File: src/i2cps_pkg.sv
package i2cps_pkg;

    // Number of bytes read in the data burst; the altitude uses the first three.
    localparam int SampleBytes = 5;
    localparam int SampleIdxW  = (SampleBytes > 1) ? $clog2(SampleBytes) : 1;
    localparam int BytePosW    = 3;

    // Fixed bytes on the bus.
    localparam logic [7:0] ADDR_WRITE_MASK = 8'hFE;
    localparam logic [7:0] ADDR_READ_BIT   = 8'h01;
    localparam logic [7:0] DATA_REG_ADDR   = 8'h01;

    // Configuration register indexes.
    localparam logic [1:0] CFG_DEVICE_ADDRESS   = 2'd0;
    localparam logic [1:0] CFG_CONTROL_REG_ADDR = 2'd1;
    localparam logic [1:0] CFG_ONE_SHOT_MASK    = 2'd2;
    localparam logic [1:0] CFG_RESTART_LIMIT    = 2'd3;

    // Configuration reset values.
    localparam logic [7:0]  RST_DEVICE_ADDRESS   = 8'd192;
    localparam logic [7:0]  RST_CONTROL_REG_ADDR = 8'd38;
    localparam logic [7:0]  RST_ONE_SHOT_MASK    = 8'd2;
    localparam logic [15:0] RST_RESTART_LIMIT    = 16'd512;

    typedef enum logic [1:0] {
        CMD_INTERRUPT   = 2'd0,
        CMD_BUS_EVENT   = 2'd1,
        CMD_CLEAR_COUNT = 2'd2
    } cmd_t;

    typedef enum logic [2:0] {
        ACT_NONE   = 3'd0,
        ACT_START  = 3'd1,
        ACT_RSTART = 3'd2,
        ACT_TX     = 3'd3,
        ACT_RX     = 3'd4,
        ACT_ACK    = 3'd5,
        ACT_NACK   = 3'd6,
        ACT_STOP   = 3'd7
    } action_t;

    typedef enum logic [4:0] {
        ST_DEV_WR      = 5'd0,
        ST_DATA_ADDR   = 5'd1,
        ST_DATA_RSTART = 5'd2,
        ST_DEV_RD      = 5'd3,
        ST_DATA_RX     = 5'd4,
        ST_DATA_BYTE   = 5'd5,
        ST_DATA_NEXT   = 5'd6,
        ST_CTL_RSTART  = 5'd7,
        ST_CTL_DEV_WR  = 5'd8,
        ST_CTL_ADDR    = 5'd9,
        ST_CTL_RSTART2 = 5'd10,
        ST_CTL_DEV_RD  = 5'd11,
        ST_CTL_RX      = 5'd12,
        ST_CTL_BYTE    = 5'd13,
        ST_WB_RSTART   = 5'd14,
        ST_WB_DEV_WR   = 5'd15,
        ST_WB_ADDR     = 5'd16,
        ST_WB_DATA     = 5'd17,
        ST_FINISH      = 5'd18
    } step_t;

    typedef struct packed {
        cmd_t       cmd;
        logic       int_level;
        logic       bus_granted;
        logic       nack_seen;
        logic       bus_collision;
        logic       write_collision;
        logic       rx_overflow;
        logic [7:0] rx_byte;
    } item_t;

    typedef struct packed {
        action_t            bus_action;
        logic [7:0]         tx_byte;
        logic               sample_done;
        logic signed [19:0] altitude;
        logic signed [31:0] altitude_sum;
        logic [15:0]        sample_count;
    } result_t;

    typedef struct packed {
        logic [7:0]  device_address;
        logic [7:0]  control_register_address;
        logic [7:0]  one_shot_mask;
        logic [15:0] restart_limit;
    } cfg_t;

endpackage

File: src/i2cps_seq_core.sv
module i2cps_seq_core
    import i2cps_pkg::*;
(
    input  logic    clk,
    input  logic    rst_n,
    input  logic    advance,
    input  item_t   item,
    input  cfg_t    cfg,
    output result_t result
);

    step_t                step_reg, step_next;
    logic                 session_reg, session_next;
    logic                 level_reg, level_next;
    logic [BytePosW-1:0]  byte_pos_reg, byte_pos_next;
    logic [31:0]          sum_reg, sum_next;
    logic [15:0]          count_reg, count_next;
    logic [7:0]           sample_reg [SampleBytes];
    logic [7:0]           control_reg;
    logic                 sample_we;
    logic                 control_we;

    logic                 bus_error;
    logic [7:0]           wr_addr;
    logic [7:0]           rd_addr;
    logic [BytePosW:0]    pos_plus_one;
    logic [19:0]          alt_raw;
    logic [31:0]          alt_ext;

    assign bus_error    = item.nack_seen | item.bus_collision | item.write_collision
                        | item.rx_overflow;
    assign wr_addr      = cfg.device_address & ADDR_WRITE_MASK;
    assign rd_addr      = cfg.device_address | ADDR_READ_BIT;
    assign pos_plus_one = {1'b0, byte_pos_reg} + (BytePosW+1)'(1);
    // Altitude is the top 20 bits of the first three bytes, big-endian.
    assign alt_raw      = {sample_reg[0], sample_reg[1], sample_reg[2][7:4]};
    assign alt_ext      = {{12{alt_raw[19]}}, alt_raw};

    always_comb
    begin
        step_next     = step_reg;
        session_next  = session_reg;
        level_next    = level_reg;
        byte_pos_next = byte_pos_reg;
        sum_next      = sum_reg;
        count_next    = count_reg;
        sample_we     = 1'b0;
        control_we    = 1'b0;
        result.bus_action  = ACT_NONE;
        result.tx_byte     = 8'd0;
        result.sample_done = 1'b0;
        result.altitude    = 20'sd0;

        case (item.cmd)
            CMD_INTERRUPT:
            begin
                level_next = item.int_level;
                if (item.bus_granted)
                begin
                    step_next         = ST_DEV_WR;
                    session_next      = 1'b1;
                    result.bus_action = ACT_START;
                end
            end
            CMD_CLEAR_COUNT:
            begin
                count_next = 16'd0;
            end
            CMD_BUS_EVENT:
            begin
                if (session_reg && bus_error)
                begin
                    session_next      = 1'b0;
                    result.bus_action = ACT_STOP;
                end
                else if (session_reg)
                begin
                    case (step_reg)
                        ST_DEV_WR:
                        begin
                            result.bus_action = ACT_TX;
                            result.tx_byte    = wr_addr;
                            step_next         = ST_DATA_ADDR;
                        end
                        ST_DATA_ADDR:
                        begin
                            result.bus_action = ACT_TX;
                            result.tx_byte    = DATA_REG_ADDR;
                            step_next         = ST_DATA_RSTART;
                        end
                        ST_DATA_RSTART:
                        begin
                            result.bus_action = ACT_RSTART;
                            step_next         = ST_DEV_RD;
                        end
                        ST_DEV_RD:
                        begin
                            result.bus_action = ACT_TX;
                            result.tx_byte    = rd_addr;
                            step_next         = ST_DATA_RX;
                        end
                        ST_DATA_RX:
                        begin
                            result.bus_action = ACT_RX;
                            byte_pos_next     = '0;
                            step_next         = ST_DATA_BYTE;
                        end
                        ST_DATA_BYTE:
                        begin
                            sample_we     = ({1'b0, byte_pos_reg} < (BytePosW+1)'(SampleBytes));
                            byte_pos_next = pos_plus_one[BytePosW-1:0];
                            if (pos_plus_one < (BytePosW+1)'(SampleBytes))
                            begin
                                result.bus_action = ACT_ACK;
                                step_next         = ST_DATA_NEXT;
                            end
                            else
                            begin
                                result.bus_action = ACT_NACK;
                                step_next         = ST_CTL_RSTART;
                            end
                        end
                        ST_DATA_NEXT:
                        begin
                            result.bus_action = ACT_RX;
                            step_next         = ST_DATA_BYTE;
                        end
                        ST_CTL_RSTART:
                        begin
                            result.bus_action = ACT_RSTART;
                            step_next         = ST_CTL_DEV_WR;
                        end
                        ST_CTL_DEV_WR:
                        begin
                            result.bus_action = ACT_TX;
                            result.tx_byte    = wr_addr;
                            step_next         = ST_CTL_ADDR;
                        end
                        ST_CTL_ADDR:
                        begin
                            result.bus_action = ACT_TX;
                            result.tx_byte    = cfg.control_register_address;
                            step_next         = ST_CTL_RSTART2;
                        end
                        ST_CTL_RSTART2:
                        begin
                            result.bus_action = ACT_RSTART;
                            step_next         = ST_CTL_DEV_RD;
                        end
                        ST_CTL_DEV_RD:
                        begin
                            result.bus_action = ACT_TX;
                            result.tx_byte    = rd_addr;
                            step_next         = ST_CTL_RX;
                        end
                        ST_CTL_RX:
                        begin
                            result.bus_action = ACT_RX;
                            byte_pos_next     = '0;
                            step_next         = ST_CTL_BYTE;
                        end
                        ST_CTL_BYTE:
                        begin
                            control_we        = 1'b1;
                            result.bus_action = ACT_NACK;
                            step_next         = ST_WB_RSTART;
                        end
                        ST_WB_RSTART:
                        begin
                            result.bus_action = ACT_RSTART;
                            step_next         = ST_WB_DEV_WR;
                        end
                        ST_WB_DEV_WR:
                        begin
                            result.bus_action = ACT_TX;
                            result.tx_byte    = wr_addr;
                            step_next         = ST_WB_ADDR;
                        end
                        ST_WB_ADDR:
                        begin
                            result.bus_action = ACT_TX;
                            result.tx_byte    = cfg.control_register_address;
                            step_next         = ST_WB_DATA;
                        end
                        ST_WB_DATA:
                        begin
                            result.bus_action = ACT_TX;
                            result.tx_byte    = control_reg | cfg.one_shot_mask;
                            step_next         = ST_FINISH;
                        end
                        ST_FINISH:
                        begin
                            result.bus_action = ACT_STOP;
                            session_next      = 1'b0;
                            if (level_reg)
                            begin
                                result.sample_done = 1'b1;
                                result.altitude    = alt_raw;
                                if ((count_reg == 16'd0) || (count_reg > cfg.restart_limit))
                                begin
                                    sum_next = alt_ext;
                                end
                                else
                                begin
                                    sum_next = sum_reg + alt_ext;
                                end
                                count_next = count_reg + 16'd1;
                            end
                        end
                        default:
                        begin
                            result.bus_action = ACT_STOP;
                            session_next      = 1'b0;
                        end
                    endcase
                end
            end
            default:
            begin
                // Unused command: no effect.
            end
        endcase

        result.altitude_sum = sum_next;
        result.sample_count = count_next;
    end

    always_ff @(posedge clk or negedge rst_n)
    begin
        if (!rst_n)
        begin
            step_reg     <= ST_DEV_WR;
            session_reg  <= 1'b0;
            level_reg    <= 1'b0;
            byte_pos_reg <= '0;
            sum_reg      <= 32'd0;
            count_reg    <= 16'd0;
        end
        else if (advance)
        begin
            step_reg     <= step_next;
            session_reg  <= session_next;
            level_reg    <= level_next;
            byte_pos_reg <= byte_pos_next;
            sum_reg      <= sum_next;
            count_reg    <= count_next;
        end
    end

    // Received bytes need no reset: they are always written before use.
    always_ff @(posedge clk)
    begin
        if (advance && sample_we)
        begin
            sample_reg[byte_pos_reg[SampleIdxW-1:0]] <= item.rx_byte;
        end
        if (advance && control_we)
        begin
            control_reg <= item.rx_byte;
        end
    end

endmodule

File: src/i2c_pressure_sensor_read_sequencer_unit.sv
// Register-read sequencer for an I2C altitude sensor. Each input beat is one event: a
// sensor interrupt (tuser 0) latches the interrupt level and, when the bus was granted,
// opens a session with a start; a bus-event-complete beat (tuser 1) advances the
// nineteen-step read sequence and names the next bus action; a clear beat (tuser 2)
// zeroes the sample count. Every input beat produces exactly one output beat carrying
// the bus action, the byte to send, and the altitude, running sum and sample count.
// Throughput is one beat per clock cycle while the output is not held by back-pressure.
// An accepted beat is held in the input register, passes the single sequencing stage
// and is then held in the result register, from which it is offered on the output;
// output back-pressure stalls the input register and the result register either side
// of the sequencing stage. Configuration writes are applied on the clock edge at which
// cfg_write is high and should only be made while no beats are in flight.
module i2c_pressure_sensor_read_sequencer_unit
    import i2cps_pkg::*;
(
    input  logic        clk,
    input  logic        rst_n,

    input  logic        s_axis_tvalid,
    output logic        s_axis_tready,
    // [0] int_level, [1] bus_granted, [2] nack_seen, [3] bus_collision,
    // [4] write_collision, [5] rx_overflow, [13:6] rx_byte, [15:14] zero
    input  logic [15:0] s_axis_tdata,
    // [1:0] cmd
    input  logic [1:0]  s_axis_tuser,

    output logic        m_axis_tvalid,
    input  logic        m_axis_tready,
    // [2:0] bus_action, [10:3] tx_byte, [11] sample_done, [31:12] altitude,
    // [63:32] altitude_sum, [79:64] sample_count
    output logic [79:0] m_axis_tdata,

    input  logic        cfg_write,
    input  logic [1:0]  cfg_index,
    input  logic [15:0] cfg_data
);

    logic    in_valid_reg;
    item_t   in_item_reg;
    logic    out_valid_reg;
    result_t out_result_reg;
    result_t core_result;
    cfg_t    cfg_reg;
    logic    in_accept;
    logic    advance;

    // The sequencing stage moves forward whenever it holds a beat and the result
    // register is empty or being emptied in the same cycle.
    assign advance       = in_valid_reg && (!out_valid_reg || m_axis_tready);
    assign s_axis_tready = !in_valid_reg || advance;
    assign in_accept     = s_axis_tvalid && s_axis_tready;

    always_ff @(posedge clk or negedge rst_n)
    begin
        if (!rst_n)
        begin
            in_valid_reg <= 1'b0;
        end
        else if (in_accept)
        begin
            in_valid_reg <= 1'b1;
        end
        else if (advance)
        begin
            in_valid_reg <= 1'b0;
        end
    end

    always_ff @(posedge clk)
    begin
        if (in_accept)
        begin
            in_item_reg.cmd             <= cmd_t'(s_axis_tuser);
            in_item_reg.int_level       <= s_axis_tdata[0];
            in_item_reg.bus_granted     <= s_axis_tdata[1];
            in_item_reg.nack_seen       <= s_axis_tdata[2];
            in_item_reg.bus_collision   <= s_axis_tdata[3];
            in_item_reg.write_collision <= s_axis_tdata[4];
            in_item_reg.rx_overflow     <= s_axis_tdata[5];
            in_item_reg.rx_byte         <= s_axis_tdata[13:6];
        end
    end

    // Configuration registers.
    always_ff @(posedge clk or negedge rst_n)
    begin
        if (!rst_n)
        begin
            cfg_reg.device_address           <= RST_DEVICE_ADDRESS;
            cfg_reg.control_register_address <= RST_CONTROL_REG_ADDR;
            cfg_reg.one_shot_mask            <= RST_ONE_SHOT_MASK;
            cfg_reg.restart_limit            <= RST_RESTART_LIMIT;
        end
        else if (cfg_write)
        begin
            case (cfg_index)
                CFG_DEVICE_ADDRESS:   cfg_reg.device_address           <= cfg_data[7:0];
                CFG_CONTROL_REG_ADDR: cfg_reg.control_register_address <= cfg_data[7:0];
                CFG_ONE_SHOT_MASK:    cfg_reg.one_shot_mask            <= cfg_data[7:0];
                CFG_RESTART_LIMIT:    cfg_reg.restart_limit            <= cfg_data;
                default:
                begin
                end
            endcase
        end
    end

    // The sequencing stage: session state, received bytes and the accumulator.
    i2cps_seq_core u_seq_core
    (
        .clk     (clk),
        .rst_n   (rst_n),
        .advance (advance),
        .item    (in_item_reg),
        .cfg     (cfg_reg),
        .result  (core_result)
    );

    // Result register.
    always_ff @(posedge clk or negedge rst_n)
    begin
        if (!rst_n)
        begin
            out_valid_reg <= 1'b0;
        end
        else if (advance)
        begin
            out_valid_reg <= 1'b1;
        end
        else if (m_axis_tready)
        begin
            out_valid_reg <= 1'b0;
        end
    end

    always_ff @(posedge clk)
    begin
        if (advance)
        begin
            out_result_reg <= core_result;
        end
    end

    assign m_axis_tvalid = out_valid_reg;
    assign m_axis_tdata  = {out_result_reg.sample_count,
                            out_result_reg.altitude_sum,
                            out_result_reg.altitude,
                            out_result_reg.sample_done,
                            out_result_reg.tx_byte,
                            out_result_reg.bus_action};

    // A sample is only ever completed on the beat that closes the session.
    assert property (@(posedge clk) disable iff (!rst_n)
        (m_axis_tvalid && out_result_reg.sample_done) |->
            (out_result_reg.bus_action == ACT_STOP))
        else $error("sample completed without a stop");

    // A byte to send is only shown with a transmit action.
    assert property (@(posedge clk) disable iff (!rst_n)
        (m_axis_tvalid && (out_result_reg.tx_byte != 8'd0)) |->
            (out_result_reg.bus_action == ACT_TX))
        else $error("transmit byte without a transmit action");

    // The altitude field is zero unless a sample was completed.
    assert property (@(posedge clk) disable iff (!rst_n)
        (m_axis_tvalid && !out_result_reg.sample_done) |->
            (out_result_reg.altitude == 20'sd0))
        else $error("altitude shown without a sample");

    // The input side only stalls when both registers are full and the output is held.
    assert property (@(posedge clk) disable iff (!rst_n)
        !s_axis_tready |-> (in_valid_reg && out_valid_reg && !m_axis_tready))
        else $error("input stalled with room in the pipeline");

endmodule
File: config.mk
export PLATFORM = sky130hd
export DESIGN_NAME = i2c_pressure_sensor_read_sequencer_unit
export DESIGN_NICKNAME = d
export VERILOG_FILES = /design/src/i2cps_pkg.sv /design/src/i2cps_seq_core.sv /design/src/i2c_pressure_sensor_read_sequencer_unit.sv
export SDC_FILE = /design/constraint.sdc
export NUM_CORES = 1
export LEC_CHECK = 0
export BUFFER_PORTS_ARGS = -buffer_cell sky130_fd_sc_hd__buf_2
export CAP_MARGIN = 20
export CORE_UTILIZATION = 45
export CTS_CLUSTER_DIAMETER = 120
export CTS_CLUSTER_SIZE = 12
export DETAILED_ROUTE_END_ITERATION = 6
export PLACE_DENSITY = 0.73
export SLEW_MARGIN = 20
export SYNTH_ARGS = -nofsm -noshare
export SYNTH_HDL_FRONTEND = slang
export SYNTH_SLANG_ARGS = --single-unit
File: constraint.sdc
create_clock -name clk -period 3.8 [get_ports clk]
set_input_delay 0.76 -clock clk [delete_from_list [all_inputs] [get_ports clk]]
set_output_delay 0.76 -clock clk [all_outputs]
set_load 0.01 [all_outputs]
==> flow_metrics.tcl, run 1 <==
set metrics [dict create \
    first_pass_iters 5 \
    setup_slack_ns 0.355 \
    clk_pin_slew_ns 0.06 \
    cts_inserted_buffers 22 \
    crit_type "flip-flop to flip-flop" \
    synth_area_sq_um 11400 \
    r2r_slack_ns 0.35 \
    slew_violations 0 \
    reg2reg_depth 11 \
    syn_inst 1054 \
    synth_fp_nets 1148 \
    clock_tree.buffer_depth 3 \
    ant_nets 0 \
    diodes 0 \
    final_util_pct 53.3 \
    timing.hold.ws_ns 0.240 \
    nFillCells 2165 \
    core_area_sq_um 24600 \
    critPathLaunchType "flip-flop" \
    cap_violations 0 \
    drive_gt1_share_pct 20.4 \
    p_per_area_nw_per_um2 398 \
    ys_async_sr_fraction_pct 44.4 \
    place_area_sq_um 12500 \
    final_area_sq_um 13100 \
    cp.arrival_ns 3.71 \
    post-dp-hpwl_microns 18400 \
    setup_viol 0 \
    final_common_cell "nand2_1" \
    cp_data_required_time_ns 4.06 \
    fmax_ghz 0.290 \
    multiInputGateArea_sq_um 4920 \
    crit_path_end "m_axis_tdata[62]" \
    drt_iter0_drc 569 \
    overflow 0 \
    maxSlewHeadroom_pct 44.3 \
    crit_path_end_kind "flip-flop" \
    largest_reg_flops 80 \
    p_leak_nw 5.62 \
    die_w_microns 161 \
    initial_core_util_pct 46.4 \
    fin_tns_setup_ns 0 \
    grt_pass1_wl_microns 41800 \
    clockRootBuffer "clkbuf_16" \
    wire_per_inst_microns 16.9 \
    postCtsSetupBuffers 0 \
    worst-path-max-fanout 3 \
    rows 57 \
    cts-resized-gates 0 \
    grt_max_degree 59 \
    status "finished, final reports clean" \
    reg2reg_to "m_axis_tdata[62]" \
    area_growth_pct 14.8 \
    io_pins 123 \
    layout_common_cells "142 x nand2_1, 124 x edfxtp_1, 119 x buf_2" \
    ys_seq_area_share_pct 54.4 \
    grt_pass1_vias 8005 \
    cts_sinks 223 \
    period_share_pct 90.7 \
    final_hold_viol_count 0 \
    grt_usage_pct 20.1 \
    tightest_slew_ns 0.833 \
    cts-htree-levels 1 \
    cts.hold.buffers_added 0 \
    vias 8291 \
    port_buffers 120 \
    crit_start "u_seq_core.sample_reg[2][4]" \
    reg2reg_from "u_seq_core.sample_reg[2][4]" \
    hp-class "input pin to async pin" \
    grt_antenna_before_repair 0 \
    yosys_register_bits 223 \
    ys_types 69 \
    dieHeight_microns 161 \
    nNetsFinal 1272 \
    synth-edff-count 124 \
    synth_flop_cell "edfxtp_1" \
    via_per_inst 5.46 \
    die-area_sq_um 26000 \
    grt_setup_unrepaired "false" \
    synth_warnings 0 \
    drt-total-wl_microns 25700 \
    regArea_sq_um 6210 \
    dp_slack_ns 0.370 \
    place_congestion 0.900 \
    postSynthAreaPerCell_sq_um 10.8 \
    fin_skew_ns 0.0125 \
    clkLatencyLatePin_ns 0.53 \
    period_needed_ns 3.45 \
    drc_errors 0 \
    cts_tree "done" \
    peakVddDrop_mv 0.325 \
]
-- kinds of logic (layout without fill, tap and decap cells) --
group,after synthesis,in the layout,synth area share [%]
simple gates,356,356,15.2
compound gates,252,252,13.6
xor+xnor,35,35,2.68
fa+ha+maj,53,53,5.87
mux,59,59,5.71
buf+inv,76,216,2.65
flops,223,223,54.4
-- metal layers --
layer	part of all wire (%)	wire (microns)	track usage, %	up-vias
met4	2.4	614	5.23	0
met5	0	0	0	-
li1	-	-	-	4058
met3	4.7	1210	2.90	48
met1	45	11500	27.4	3953
met2	48	12400	33.6	232
-- synthesized netlist by cell type (7+ instances only) --
cell / n / area [sq um]
a211oi_1: 10 / 75.1
xnor2_1: 21 / 184
xor2_1: 14 / 123
dfstp_2: 7 / 184
nor3_1: 24 / 120
clkbuf_1: 33 / 124
mux2_2: 49 / 552
and2_1: 25 / 156
inv_1: 32 / 120
o21ai_0: 92 / 460
mux2i_1: 10 / 100
a21o_1: 25 / 188
nand3_1: 14 / 70.1
nor2_1: 72 / 270
nand4_1: 7 / 43.8
ha_1: 52 / 651
a21oi_1: 58 / 290
or3_1: 9 / 56.3
nand2b_1: 10 / 62.6
edfxtp_1: 124 / 3720
a31oi_1: 19 / 119
dfrtp_1: 92 / 2300
nor2b_1: 10 / 62.6
nand2_1: 142 / 533
and3_1: 9 / 56.3
-- how the worst min path moves through the flow --
stage / from / end / slack [ns]
final: rst_n / u_seq_core.sum_reg[3] / 0.24
after global routing: rst_n / u_seq_core.sum_reg[2] / 0.27
after CTS: rst_n / u_seq_core.sum_reg[3] / 0.25
after detailed placement: in_item_reg[13] / u_seq_core.level_reg / 0.47
after global placement: in_item_reg[13] / u_seq_core.level_reg / 0.46
after floorplan: in_item_reg[0] / u_seq_core.control_reg[0] / 0.44
-- cell type report --
cell class,count,area share (%)
Inverter,33,0.964
Sequential cell,223,47.4
Multi-Input combinational cell,755,37.5
Tap cell,324,3.09
Timing Repair Buffer,143,6.11
Clock inverter,2,0.286
Clock buffer,38,4.66
-- critical path: stages, from the launching register on --
cell and delay, ns:
edfxtp_1 0.41, ha_1 0.24, fa_1 0.42, a21o_1 0.22, a221oi_2 0.30, o21a_1 0.24, o21ai_1 0.11, a31oi_1 0.38
o31ai_2 0.17, a221oi_2 0.37, mux2i_1 0.24, nand2_1 0.09
-- power breakdown --
group / switching [mW] / internal [mW] / leakage (nW) / total, mW
Combinational: 0.240 / 0.168 / 2.83 / 0.408
Sequential: 0.0772 / 2.73 / 2.49 / 2.81
Clock: 0.904 / 1.10 / 0.302 / 2.00
Total: 1.22 / 4.00 / 5.62 / 5.22
-- through the flow --
step / power, mW / std cells
after global placement: 3.26 / 1478
after floorplan: 3.08 / 1054
after CTS: 5.29 / 1518
final: 5.22 / 1518
after global routing: 5.42 / 1518
after detailed placement: 3.27 / 1478
(Power assumes the default switching activity.)
==> inputs of run 2 (changes only) <==
--- a/config.mk
+++ b/config.mk
@@ -7,11 +7,13 @@
 export LEC_CHECK = 0
 export BUFFER_PORTS_ARGS = -buffer_cell sky130_fd_sc_hd__buf_2
 export CAP_MARGIN = 20
+export CELL_PAD_IN_SITES_DETAIL_PLACEMENT = 1
+export CELL_PAD_IN_SITES_GLOBAL_PLACEMENT = 1
 export CORE_UTILIZATION = 45
 export CTS_CLUSTER_DIAMETER = 120
 export CTS_CLUSTER_SIZE = 12
 export DETAILED_ROUTE_END_ITERATION = 6
-export PLACE_DENSITY = 0.73
+export PLACE_DENSITY = 0.82
 export SLEW_MARGIN = 20
 export SYNTH_ARGS = -nofsm -noshare
 export SYNTH_HDL_FRONTEND = slang
==> constraint.sdc (replaced) <==
create_clock -name clk -period 4.3 [get_ports clk]
set_input_delay 0.86 -clock clk [delete_from_list [all_inputs] [get_ports clk]]
set_output_delay 0.86 -clock clk [all_outputs]
set_load 0.01 [all_outputs]
==> flow_metrics.tcl, run 2 (same netlist as run 1, synthesis figures left out) <==
set metrics [dict create \
    crit_type "flip-flop to flip-flop" \
    tightest_slew_ns 0.994 \
    final_common_cell "nand2_1" \
    power.share.clock_pct 38.6 \
    fmax_ghz 0.274 \
    period_share_pct 85.0 \
    final_area_sq_um 13100 \
    cts_sinks 223 \
    drt-total-wl_microns 30000 \
    cp.arrival_ns 4.02 \
    peakVddDrop_mv 0.329 \
    swShare_pct 24.1 \
    power_mw 4.65 \
    nNetsFinal 1266 \
    p_per_area_nw_per_um2 356 \
    first_pass_iters 5 \
    overflow 0 \
    port_buffers 120 \
    layout_common_cells "142 x nand2_1, 124 x edfxtp_1, 119 x buf_2" \
    dp_cells 1472 \
    die-area_sq_um 26000 \
    reg2reg_to "m_axis_tdata[60]" \
    p_sw_mw 1.12 \
    via_per_inst 5.67 \
    area_growth_pct 14.5 \
    setup_viol 0 \
    maxSlewHeadroom_pct 32.8 \
    wire_per_inst_microns 19.8 \
    hp-class "input pin to async pin" \
    drive_gt1_share_pct 20.3 \
    combPwrFrac_pct 7.9 \
    grt_usage_pct 23.9 \
    cts-resized-gates 0 \
    seq_power_share_pct 53.5 \
    largest_reg_flops 80 \
    layout.cells.non_filler 1512 \
    slew_violations 0 \
    final_hold_viol_count 0 \
    postCtsSetupBuffers 0 \
    io_pins 123 \
    rows 57 \
    clk_pin_slew_ns 0.06 \
    worst-path-max-fanout 4 \
    period_needed_ns 3.66 \
    reg2reg_from "u_seq_core.sample_reg[2][4]" \
    clkLatencyLatePin_ns 0.54 \
    grt_pass1_wl_microns 48900 \
    core_area_sq_um 24600 \
    die_w_microns 161 \
    place_congestion 0.863 \
    cts_tree "done" \
    ant_nets 0 \
    dieHeight_microns 161 \
    place_area_sq_um 12400 \
    cts.hold.buffers_added 0 \
    drt_iter0_drc 568 \
    grt_antenna_before_repair 0 \
    clockRootBuffer "clkbuf_16" \
    cp_data_required_time_ns 4.67 \
    fin_tns_setup_ns 0 \
    p_leak_nw 5.59 \
    crit_path_end_kind "flip-flop" \
    cts-htree-levels 1 \
    grt_setup_unrepaired "false" \
    initial_core_util_pct 46.4 \
    cts_inserted_buffers 22 \
    vias 8570 \
    grt_pass1_vias 9233 \
    fin_skew_ns 0.0219 \
    reg2reg_depth 11 \
    status "finished, final reports clean" \
    clock_tree.buffer_depth 3 \
    cap_violations 0 \
    critPathLaunchType "flip-flop" \
    timing.hold.ws_ns 0.480 \
    post-dp-hpwl_microns 21300 \
    grt_max_degree 63 \
    diodes 0 \
    drc_errors 0 \
    r2r_slack_ns 0.64 \
    internal_power_mw 3.53 \
]
## run 2: critical path: stages, from the launching register on
cell and delay, ns:
edfxtp_1 0.45, ha_1 0.27, fa_1 0.41, a21o_1 0.23, a221oi_2 0.41, o21a_1 0.25
o21ai_1 0.09, a31oi_1 0.42, o31ai_2 0.17, a31oi_1 0.28, mux2_2 0.38, nor3_1 0.13
## run 2: power groups by stage
stage | combinational [mW] | clock, mW | sequential (mW)
finish | 0.369 | 1.79 | 2.49
global placement | 0.356 | 0 | 2.52
CTS | 0.378 | 1.84 | 2.49
detailed placement | 0.374 | 0 | 2.53
global route | 0.408 | 1.90 | 2.50
floorplan | 0.194 | 0 | 2.53
## run 2: how the worst max path moves through the flow
stage,start,endpoint,depth (start not counted)
finish,u_seq_core.sample_reg[2][4],m_axis_tdata[60],11
global route,u_seq_core.sample_reg[2][4],m_axis_tdata[62],11
CTS,u_seq_core.sample_reg[2][4],m_axis_tdata[60],11
detailed placement,u_seq_core.sample_reg[2][4],m_axis_tdata[62],11
global placement,u_seq_core.sample_reg[2][4],m_axis_tdata[62],11
floorplan,m_axis_tready,m_axis_tdata[0],5
## run 2: per-layer routing
layer	global-route usage, %	share of wire (%)
met1	30.6	44
met2	42.6	51
met3	2.77	3.2
met4	7.03	2.5
met5	0	0
## run 2: area by class of cell
type / instances / area [sq um]
repair buffers: 137 / 756
inverters: 33 / 126
multi-input cells: 755 / 4930
clock buffers: 38 / 611
fillers: 2739 / 11500
well taps: 324 / 405
flip-flops and latches: 223 / 6210
clock inverters: 2 / 37.5
## run 2: per-stage QoR
stage	worst slack (ns)	utilization (%)
finish	0.644	53.2
floorplan	0.0900	-
detailed placement	0.673	50.5
CTS	0.624	53.2
global route	0.456	53.2
global placement	0.710	50.5
